File: src/rtl/core/sbc_pkg.sv
// ============================================================================
// sbc_pkg : shared types and constants for the stereo bitcrusher
// Sample, phase and divider widths, register indices and the lane job record.
// ============================================================================
package sbc_pkg;

    // Sample format: signed Q1.15, +FULL_SCALE stands for +1.0
    localparam int SAMPLE_W   = 16;
    localparam int FULL_SCALE = (2 ** (SAMPLE_W - 1)) - 1;

    // Phase, increment and mix: unsigned, PH_FRAC fraction bits
    localparam int PH_FRAC = 16;
    localparam int CFG_W   = PH_FRAC + 1;
    localparam int PHASE_W = PH_FRAC + 2;
    localparam logic [CFG_W-1:0] PH_ONE = CFG_W'(2 ** PH_FRAC);

    // Bit depth
    localparam int BITS_W    = 5;
    localparam int MAX_DEPTH = 16;
    localparam int LEVELS_W  = MAX_DEPTH;

    // Configuration register indices
    localparam int CFG_IDX_W = 2;
    localparam logic [CFG_IDX_W-1:0] REG_PHASE_INC  = 2'd0;
    localparam logic [CFG_IDX_W-1:0] REG_CRUSH_BITS = 2'd1;
    localparam logic [CFG_IDX_W-1:0] REG_MIX_AMOUNT = 2'd2;

    // Quantiser divider: 33-bit numerator, 17-bit divisor, 16-bit quotient
    localparam int NUM_W      = SAMPLE_W + LEVELS_W + 1;
    localparam int DEN_W      = SAMPLE_W + 1;
    localparam int QUOT_W     = SAMPLE_W;
    localparam int DIV_RADIX  = 2;
    localparam int DIV_STEPS  = QUOT_W / DIV_RADIX;
    localparam int DIV_CNT_W  = $clog2(DIV_STEPS);

    // Blend product: 17-bit signed difference times 18-bit signed mix
    localparam int MIXP_W = SAMPLE_W + CFG_W + 2;

    // Number of channels worked side by side
    localparam int NUM_LANES = 2;

    // Per-request job handed to every lane
    typedef struct packed {
        logic                capture;
        logic [LEVELS_W-1:0] levels_m1;
        logic [CFG_W-1:0]    mix;
    } sbc_job_t;

endpackage

File: src/rtl/core/sbc_div.sv
// ============================================================================
// sbc_div : iterative unsigned divider
// Restoring division, DIV_RADIX quotient bits per cycle. The caller guarantees
// that the quotient fits in QUOT_W bits.
// ============================================================================
module sbc_div
    import sbc_pkg::*;
(
    input  logic              aclk,
    input  logic              aresetn,
    input  logic              start,
    input  logic [NUM_W-1:0]  numer,
    input  logic [DEN_W-1:0]  denom,
    output logic              done,
    output logic [QUOT_W-1:0] quot
);

    logic                 running_reg;
    logic                 done_reg;
    logic [DIV_CNT_W-1:0] count_reg;
    logic [DEN_W-1:0]     rem_reg;
    logic [DEN_W-1:0]     rem_next;
    logic [QUOT_W-1:0]    shift_reg;
    logic [QUOT_W-1:0]    shift_next;
    logic [DEN_W-1:0]     denom_reg;

    // DIV_RADIX restoring steps per cycle; numerator bits leave the top of the
    // shift register while quotient bits enter at the bottom
    always_comb begin
        logic [DEN_W:0] trial;
        rem_next   = rem_reg;
        shift_next = shift_reg;
        for (int i = 0; i < DIV_RADIX; i++) begin
            trial      = {rem_next, shift_next[QUOT_W-1]};
            shift_next = {shift_next[QUOT_W-2:0], 1'b0};
            if (trial >= {1'b0, denom_reg}) begin
                rem_next      = DEN_W'(trial - {1'b0, denom_reg});
                shift_next[0] = 1'b1;
            end else begin
                rem_next = trial[DEN_W-1:0];
            end
        end
    end

    // Control
    always_ff @(posedge aclk) begin
        if (!aresetn) begin
            running_reg <= 1'b0;
            done_reg    <= 1'b0;
            count_reg   <= '0;
        end else begin
            done_reg <= 1'b0;
            if (start) begin
                running_reg <= 1'b1;
                count_reg   <= '0;
            end else if (running_reg) begin
                count_reg <= count_reg + 1'b1;
                if (count_reg == DIV_CNT_W'(DIV_STEPS - 1)) begin
                    running_reg <= 1'b0;
                    done_reg    <= 1'b1;
                end
            end
        end
    end

    // Datapath
    always_ff @(posedge aclk) begin
        if (start) begin
            rem_reg   <= numer[NUM_W-1:QUOT_W];
            shift_reg <= numer[QUOT_W-1:0];
            denom_reg <= denom;
        end else if (running_reg) begin
            rem_reg   <= rem_next;
            shift_reg <= shift_next;
        end
    end

    assign done = done_reg;
    assign quot = shift_reg;

endmodule

File: src/rtl/core/sbc_lane.sv
// ============================================================================
// sbc_lane : one channel of the bitcrusher
// Optionally quantises and holds the sample (a level estimate by shifts and
// adds, then one iterative division), then blends the held value with the dry
// sample and keeps the result until the next request.
// ============================================================================
module sbc_lane
    import sbc_pkg::*;
(
    input  logic                       aclk,
    input  logic                       aresetn,
    input  logic                       start,
    input  sbc_job_t                   job,
    input  logic signed [SAMPLE_W-1:0] sample,
    output logic                       done,
    output logic signed [SAMPLE_W-1:0] result
);

    localparam int SH = SAMPLE_W - 1;

    typedef enum logic [3:0] {
        L_IDLE, L_MUL1, L_LVL1, L_LVL2, L_LVL3, L_MUL2, L_DIV2S, L_DIV2W, L_MIX1, L_MIX2
    } lane_state_t;

    lane_state_t state_reg, state_next;

    logic                       done_reg;
    sbc_job_t                   job_reg;
    logic signed [SAMPLE_W-1:0] dry_reg;
    logic signed [SAMPLE_W-1:0] held_reg;
    logic signed [SAMPLE_W-1:0] result_reg;
    logic [NUM_W-1:0]           num_reg;
    logic [QUOT_W-1:0]          level_reg;
    logic [QUOT_W:0]            lvl_est_reg;
    logic [QUOT_W:0]            lvl_rem_reg;
    logic signed [MIXP_W-1:0]   mix_prod_reg;

    logic                       div_start;
    logic                       div_done;
    logic [NUM_W-1:0]           div_numer;
    logic [DEN_W-1:0]           div_denom;
    logic [QUOT_W-1:0]          div_quot;

    logic [SAMPLE_W-1:0]        u_val;
    logic [QUOT_W:0]            lvl_est;
    logic [QUOT_W:0]            lvl_rem;
    logic [1:0]                 lvl_fix;
    logic signed [SAMPLE_W:0]   diff;
    logic signed [CFG_W:0]      mix_s;
    logic signed [MIXP_W-1:0]   mix_shift;

    // Offset sample, 0 .. 2*FULL_SCALE
    assign u_val = SAMPLE_W'(dry_reg) + SAMPLE_W'(FULL_SCALE);

    // Level = M / FULL_SCALE, M = (u*S + FULL_SCALE) / 2 held in num_reg.
    // 1/(2^15-1) is taken as 2^-15 + 2^-30: the estimate falls short by at
    // most two, and the remainder tells how many to add back.
    assign lvl_est = (QUOT_W+1)'(num_reg[2*SH:SH]) + (QUOT_W+1)'(num_reg[2*SH]);
    assign lvl_rem = (QUOT_W+1)'(num_reg[SH-1:0]) + (QUOT_W+1)'(num_reg[2*SH:SH])
                   - (num_reg[2*SH] ? (QUOT_W+1)'(FULL_SCALE) : (QUOT_W+1)'(0));
    assign lvl_fix = {1'b0, lvl_rem_reg >= (QUOT_W+1)'(FULL_SCALE)}
                   + {1'b0, lvl_rem_reg >= (QUOT_W+1)'(2 * FULL_SCALE)};

    // Divider operands: the reconstructed value
    assign div_start = (state_reg == L_DIV2S);
    assign div_numer = num_reg;
    assign div_denom = {job_reg.levels_m1, 1'b0};

    sbc_div u_div (
        .aclk    (aclk),
        .aresetn (aresetn),
        .start   (div_start),
        .numer   (div_numer),
        .denom   (div_denom),
        .done    (div_done),
        .quot    (div_quot)
    );

    // Blend operands
    assign diff      = (SAMPLE_W+1)'(held_reg) - (SAMPLE_W+1)'(dry_reg);
    assign mix_s     = $signed({1'b0, job_reg.mix});
    assign mix_shift = mix_prod_reg >>> PH_FRAC;

    // Sequencer
    always_comb begin
        state_next = state_reg;
        unique case (state_reg)
            L_IDLE:  if (start) state_next = job.capture ? L_MUL1 : L_MIX1;
            L_MUL1:  state_next = L_LVL1;
            L_LVL1:  state_next = L_LVL2;
            L_LVL2:  state_next = L_LVL3;
            L_LVL3:  state_next = L_MUL2;
            L_MUL2:  state_next = L_DIV2S;
            L_DIV2S: state_next = L_DIV2W;
            L_DIV2W: if (div_done) state_next = L_MIX1;
            L_MIX1:  state_next = L_MIX2;
            L_MIX2:  state_next = L_IDLE;
            default: state_next = L_IDLE;
        endcase
    end

    always_ff @(posedge aclk) begin
        if (!aresetn) begin
            state_reg <= L_IDLE;
            done_reg  <= 1'b0;
        end else begin
            state_reg <= state_next;
            done_reg  <= (state_reg == L_MIX2);
        end
    end

    // Datapath registers
    always_ff @(posedge aclk) begin
        unique case (state_reg)
            L_IDLE: begin
                if (start) begin
                    dry_reg <= sample;
                    job_reg <= job;
                end
            end
            L_MUL1:  num_reg <= NUM_W'(32'(u_val) * 32'(job_reg.levels_m1));
            L_LVL1:  num_reg <= NUM_W'((num_reg + NUM_W'(FULL_SCALE)) >> 1);
            L_LVL2: begin
                lvl_est_reg <= lvl_est;
                lvl_rem_reg <= lvl_rem;
            end
            L_LVL3:  level_reg <= QUOT_W'(lvl_est_reg + (QUOT_W+1)'(lvl_fix));
            L_MUL2:  num_reg <= NUM_W'(level_reg) * NUM_W'(4 * FULL_SCALE)
                              + NUM_W'(job_reg.levels_m1);
            L_DIV2W: begin
                if (div_done) begin
                    held_reg <= SAMPLE_W'({1'b0, div_quot}
                                          - (QUOT_W+1)'(FULL_SCALE));
                end
            end
            L_MIX1:  mix_prod_reg <= MIXP_W'(diff) * MIXP_W'(mix_s)
                                   + MIXP_W'(2 ** (PH_FRAC - 1));
            L_MIX2:  result_reg <= SAMPLE_W'(mix_shift + MIXP_W'(dry_reg));
            default: ;
        endcase
    end

    assign done   = done_reg;
    assign result = result_reg;

endmodule

File: src/rtl/core/stereo_bitcrusher_top.sv
// On a held sample a request goes straight to the blend; when a fresh sample is
//   captured, each lane first runs the level estimate and the iterative division
//   before the blend.
// One request at a time: the next is taken only once the last pair is loaded out.
// A finished result waits in the output register while the next request runs.
// Reset (aresetn, synchronous, active low): registers to defaults, phase at
//   one, nothing held, output channel empty.
// ============================================================================
// stereo_bitcrusher_top : stereo sample-and-hold bitcrusher
// Phase accumulator and configuration, two channel lanes and the output
// register that merges their results into one pair.
// ============================================================================
module stereo_bitcrusher_top
    import sbc_pkg::*;
(
    input  logic                       aclk,
    input  logic                       aresetn,
    // Configuration
    input  logic                       cfg_wr_en,
    input  logic [CFG_IDX_W-1:0]       cfg_index,
    input  logic [CFG_W-1:0]           cfg_data,
    // Input channel
    input  logic                       s_valid,
    output logic                       s_ready,
    input  logic signed [SAMPLE_W-1:0] s_left_in,
    input  logic signed [SAMPLE_W-1:0] s_right_in,
    // Result channel
    output logic                       m_valid,
    input  logic                       m_ready,
    output logic signed [SAMPLE_W-1:0] m_left_out,
    output logic signed [SAMPLE_W-1:0] m_right_out
);

    typedef enum logic [1:0] {ST_IDLE, ST_BUSY, ST_HOLD} top_state_t;

    top_state_t state_reg, state_next;

    logic [CFG_W-1:0]   inc_reg;
    logic [BITS_W-1:0]  bits_reg;
    logic [CFG_W-1:0]   mix_reg;
    logic [PHASE_W-1:0] phase_reg;
    logic               hold_valid_reg;
    logic               m_valid_reg;
    logic signed [SAMPLE_W-1:0] m_left_reg;
    logic signed [SAMPLE_W-1:0] m_right_reg;

    logic               accept;
    logic               capture;
    logic               lanes_done;
    logic               load_out;
    logic [CFG_W-1:0]   inc_eff;
    logic [CFG_W-1:0]   mix_eff;
    logic [BITS_W-1:0]  bits_eff;
    logic [LEVELS_W:0]  levels_full;
    logic [PHASE_W-1:0] phase_base;
    sbc_job_t           job;

    logic signed [SAMPLE_W-1:0] lane_in   [NUM_LANES];
    logic signed [SAMPLE_W-1:0] lane_out  [NUM_LANES];
    logic [NUM_LANES-1:0]       lane_done;

    assign s_ready = (state_reg == ST_IDLE);
    assign accept  = s_valid && s_ready;

    // Clamp configuration to its working range
    always_comb begin
        priority if (bits_reg == '0)                    bits_eff = BITS_W'(1);
        else if (bits_reg > BITS_W'(MAX_DEPTH))         bits_eff = BITS_W'(MAX_DEPTH);
        else                                            bits_eff = bits_reg;

        priority if (inc_reg == '0)   inc_eff = CFG_W'(1);
        else if (inc_reg > PH_ONE)    inc_eff = PH_ONE;
        else                          inc_eff = inc_reg;

        mix_eff = (mix_reg > PH_ONE) ? PH_ONE : mix_reg;
    end

    assign levels_full = (LEVELS_W+1)'(1) << bits_eff;

    // Capture when nothing is held yet or the phase has wrapped
    assign capture    = !hold_valid_reg || (phase_reg >= PHASE_W'(PH_ONE));
    assign phase_base = capture ? (phase_reg & PHASE_W'(PH_ONE - 1'b1)) : phase_reg;

    assign job.capture   = capture;
    assign job.levels_m1 = LEVELS_W'(levels_full - 1'b1);
    assign job.mix       = mix_eff;

    // Most negative code folds onto -FULL_SCALE
    assign lane_in[0] = (s_left_in == {1'b1, {(SAMPLE_W-1){1'b0}}})
                      ? -SAMPLE_W'(FULL_SCALE) : s_left_in;
    assign lane_in[1] = (s_right_in == {1'b1, {(SAMPLE_W-1){1'b0}}})
                      ? -SAMPLE_W'(FULL_SCALE) : s_right_in;

    // Channel lanes
    for (genvar g = 0; g < NUM_LANES; g++) begin : g_lane
        sbc_lane u_lane (
            .aclk    (aclk),
            .aresetn (aresetn),
            .start   (accept),
            .job     (job),
            .sample  (lane_in[g]),
            .done    (lane_done[g]),
            .result  (lane_out[g])
        );
    end

    // Merge: both lanes finish together, pair goes to the output register once it is free
    assign lanes_done = &lane_done;
    assign load_out   = ((state_reg == ST_BUSY) && lanes_done
                         && (!m_valid_reg || m_ready))
                      || ((state_reg == ST_HOLD) && m_ready);

    always_comb begin
        state_next = state_reg;
        unique case (state_reg)
            ST_IDLE: if (accept) state_next = ST_BUSY;
            ST_BUSY: begin
                if (lanes_done) state_next = load_out ? ST_IDLE : ST_HOLD;
            end
            ST_HOLD: if (load_out) state_next = ST_IDLE;
            default: state_next = ST_IDLE;
        endcase
    end

    // Control, configuration and phase
    always_ff @(posedge aclk) begin
        if (!aresetn) begin
            state_reg      <= ST_IDLE;
            inc_reg        <= PH_ONE;
            bits_reg       <= BITS_W'(8);
            mix_reg        <= '0;
            phase_reg      <= PHASE_W'(PH_ONE);
            hold_valid_reg <= 1'b0;
            m_valid_reg    <= 1'b0;
        end else begin
            state_reg <= state_next;

            if (load_out) begin
                m_valid_reg <= 1'b1;
            end else if (m_ready) begin
                m_valid_reg <= 1'b0;
            end

            if (accept) begin
                phase_reg      <= phase_base + PHASE_W'(inc_eff);
                hold_valid_reg <= 1'b1;
            end

            // Rate or depth writes force a fresh capture
            if (cfg_wr_en) begin
                unique case (cfg_index)
                    REG_PHASE_INC: begin
                        inc_reg   <= cfg_data;
                        phase_reg <= PHASE_W'(PH_ONE);
                    end
                    REG_CRUSH_BITS: begin
                        bits_reg  <= cfg_data[BITS_W-1:0];
                        phase_reg <= PHASE_W'(PH_ONE);
                    end
                    REG_MIX_AMOUNT: mix_reg <= cfg_data;
                    default: ;
                endcase
            end
        end
    end

    // Output payload
    always_ff @(posedge aclk) begin
        if (load_out) begin
            m_left_reg  <= lane_out[0];
            m_right_reg <= lane_out[1];
        end
    end

    assign m_valid     = m_valid_reg;
    assign m_left_out  = m_left_reg;
    assign m_right_out = m_right_reg;

endmodule

File: config.mk
export PLATFORM = sky130hd
export DESIGN_NAME = stereo_bitcrusher_top
export DESIGN_NICKNAME = d
export VERILOG_FILES = /design/src/rtl/core/sbc_pkg.sv /design/src/rtl/core/sbc_div.sv /design/src/rtl/core/sbc_lane.sv /design/src/rtl/core/stereo_bitcrusher_top.sv
export SDC_FILE = /design/constraint.sdc
export NUM_CORES = 2
export LEC_CHECK = 0
export ABC_AREA = 1
export BUFFER_PORTS_ARGS = -buffer_cell sky130_fd_sc_hd__buf_2
export CORE_MARGIN = 1
export CORE_UTILIZATION = 55
export DETAILED_ROUTE_END_ITERATION = 8
export PLACE_DENSITY = 0.75
export SETUP_SLACK_MARGIN = 0.15
export SLEW_MARGIN = 0
export SYNTH_ARGS = -nofsm -noshare
export SYNTH_HDL_FRONTEND = slang
export SYNTH_SLANG_ARGS = --single-unit
File: constraint.sdc
create_clock -name aclk -period 9 [get_ports aclk]
set_clock_uncertainty 0.1 [all_clocks]
set_input_delay 0 -clock aclk [delete_from_list [all_inputs] [get_ports aclk]]
set_output_delay 0 -clock aclk [all_outputs]
set_load 0.03 [all_outputs]
==> qor.yml <==
status:
  status: "completed"
cts:
  cts_tree: "done"
  clock-sinks: 569
  clk_latency_ns: 0.68
  clkTransAtPathRegs_ns: 0.06
  cts_made_buffers: 69
  clk_path_buf_depth: 3
  cts_resized: 0
  h-tree-depth: 3
  cts_setup_buffers: 0
  cts_root_buffer: "clkbuf_16"
setup_path:
  critical_path.max_fanout: 11
  critPathMaxStageDelay_ns: 0.62
  critPathKind: "reg2reg"
  cpMostUsedCell: "nand2_1"
  startpoint_type: "flop"
  arrival_ns: 8.45
  endpoint_kind: "flop"
  ff2ff_path_depth: 33
  cp.required_ns: 9.31
  cp_slowest_cell: "nor4_1"
placement:
  gp_congestion: 1.01
  numPortBuffers: 89
  hpwl_um: 197000
synthesis:
  ys.flop_type: "edfxtp_1"
  synth_edf_count: 488
  ys_seq_area_frac: 0.198
  synth_seq_cells: 569
  yosys_warnings: 0
  postSynthAreaPerCell_sq_um: 8.15
  syn_area_sq_mm: 0.0823
  ys_types: 72
  synthCells: 10100
  async_reset_ff_frac: 0
timing:
  period_share: 0.905
  rsz0062_at_grt: "no"
  setup_tns_ns: 0
  slew_violations: 0
  period_minus_slack_ns: 8.14
  max_freq_mhz: 123
  slew-limit-headroom: 0.180
  worstMarginPinSlew_ns: 1.23
  hold_slack_ns: 0.0271
  hold_viol_final: 0
  setup_viol: 0
floorplanning:
  ios: 90
  initial_core_util: 0.555
  coreArea_sq_mm: 0.148
  rows: 141
  die-area_sq_mm: 0.151
  die_w_um: 389
  die_y_um: 389
routing:
  drtPass1Iterations: 9
  first_iter_violations: 6374
  vias_per_cell: 5.64
  detail-route-antenna-nets: 0
  dr_total_vias: 68600
  wirelength_um: 241000
  routedWlPerCell_um: 19.8
  drc: 0
layout:
  final_common_cell: "inv_1"
  layout_common_cells: "2250 x inv_1, 2002 x nand2_1, 1101 x fa_1"
  area_growth_pct: 6.77
  drive_above_1_share: 0.0432
  n_fill_cell: 13100
  largest_register_ffs: 66
  layout.nets: 12100
grt:
  grt_max_degree: 68
  grt_pass1_wl_um: 382000
  grt_pass1_vias: 70300
  grt_overflow: 0
  antenna_found_initial: 3
  track_usage: 0.324
hold_path:
  whs_path_depth: 2
  worst_hold_path_type: "in2reg"
flow_run:
  drv_cap: 0
-- synth_stat cells (45+ instances only) --
cell	n	share of area
inv_1	2250	0.10
nand2_1	2003	0.091
fa_1	1101	0.27
nor2_1	887	0.040
ha_1	804	0.12
edfxtp_1	488	0.18
a21oi_1	482	0.029
nand3_1	444	0.027
o21ai_0	351	0.021
xor2_1	218	0.023
clkbuf_1	185	0.0084
nand4_1	88	0.0067
xnor2_1	84	0.0089
dfxtp_1	81	0.020
nor3_1	73	0.0044
nor4_1	45	0.0034
-- repair_timing --
item                                    CTS  global route
hold buffers                             97             0
endpoints found under the hold margin    85             0
endpoints found under the setup margin    0             0
-- metrics by stage --
step	utilization	cells	worst slack, ns	cell area [sq um]
finish	0.593	12200	0.858	87900
global route	0.593	12200	0.477	87900
CTS	0.593	12200	0.991	87900
detailed placement	0.571	11900	1.03	84700
global placement	0.571	11900	1.14	84700
floorplan	-	10100	1.97	82300
-- routing by layer --
metal | vias to the layer above | track usage | part of all wire
met5 | - | 0 | 0.000079
met1 | 33300 | 0.424 | 0.40
met4 | 2 | 0.151 | 0.051
met3 | 671 | 0.0504 | 0.085
li1 | 31600 | - | -
met2 | 3056 | 0.527 | 0.46
-- worst max-delay path: cells and delay by family, from the launching register on --
kind,cells,cell delay (ns)
buffers and inverters,7,0.80
flip-flops,1,0.47
AND/OR/NAND/NOR,18,2.89
adder cells (fa/ha/maj),7,3.45
AO/OA/AOI/OAI,1,0.17
-- cell families (layout without fill, tap and decap cells) --
group / count (synthesis) / count (layout) / share of synthesized area
flip-flops: 569 / 569 / 0.198
AO/OA/AOI/OAI: 1088 / 1088 / 0.0745
adder cells (fa/ha/maj): 1905 / 1905 / 0.390
other: 2 / 10 / 0.0000913
XOR/XNOR: 303 / 303 / 0.0323
AND/OR/NAND/NOR: 3720 / 3720 / 0.190
buffers and inverters: 2510 / 2650 / 0.115
-- final cells by class --
type | count | area (sq um) | area share
Inverter | 2296 | 8620 | 0.0981
Tap cell | 1930 | 2410 | 0.0275
Timing Repair Buffer | 231 | 1750 | 0.0200
Antenna cell | 6 | 15.0 | 0.000171
Clock buffer | 84 | 1830 | 0.0209
Sequential cell | 569 | 16300 | 0.185
Multi-Input combinational cell | 7020 | 56600 | 0.644
Clock inverter | 39 | 369 | 0.00420
-- final timing paths --
kind                                        startpoint                                         to  slack (ns)
max          g_lane[0].u_lane.dry_reg[2]$_SDFFCE_PN0P_   g_lane[0].u_lane.div_numer[27]$_DFFE_PP_        0.86
min                                       s_left_in[1]  g_lane[0].u_lane.dry_reg[1]$_SDFFCE_PN0P_        0.03
max reg2reg  g_lane[0].u_lane.dry_reg[2]$_SDFFCE_PN0P_   g_lane[0].u_lane.div_numer[27]$_DFFE_PP_        0.86
min reg2reg       g_lane[1].u_lane.result[5]$_DFFE_PP_                   m_right_out[5]$_DFFE_PP_        0.32
Power is not shown: default switching activity piles up to over one toggle a cycle in this logic, so the estimate is an artifact.
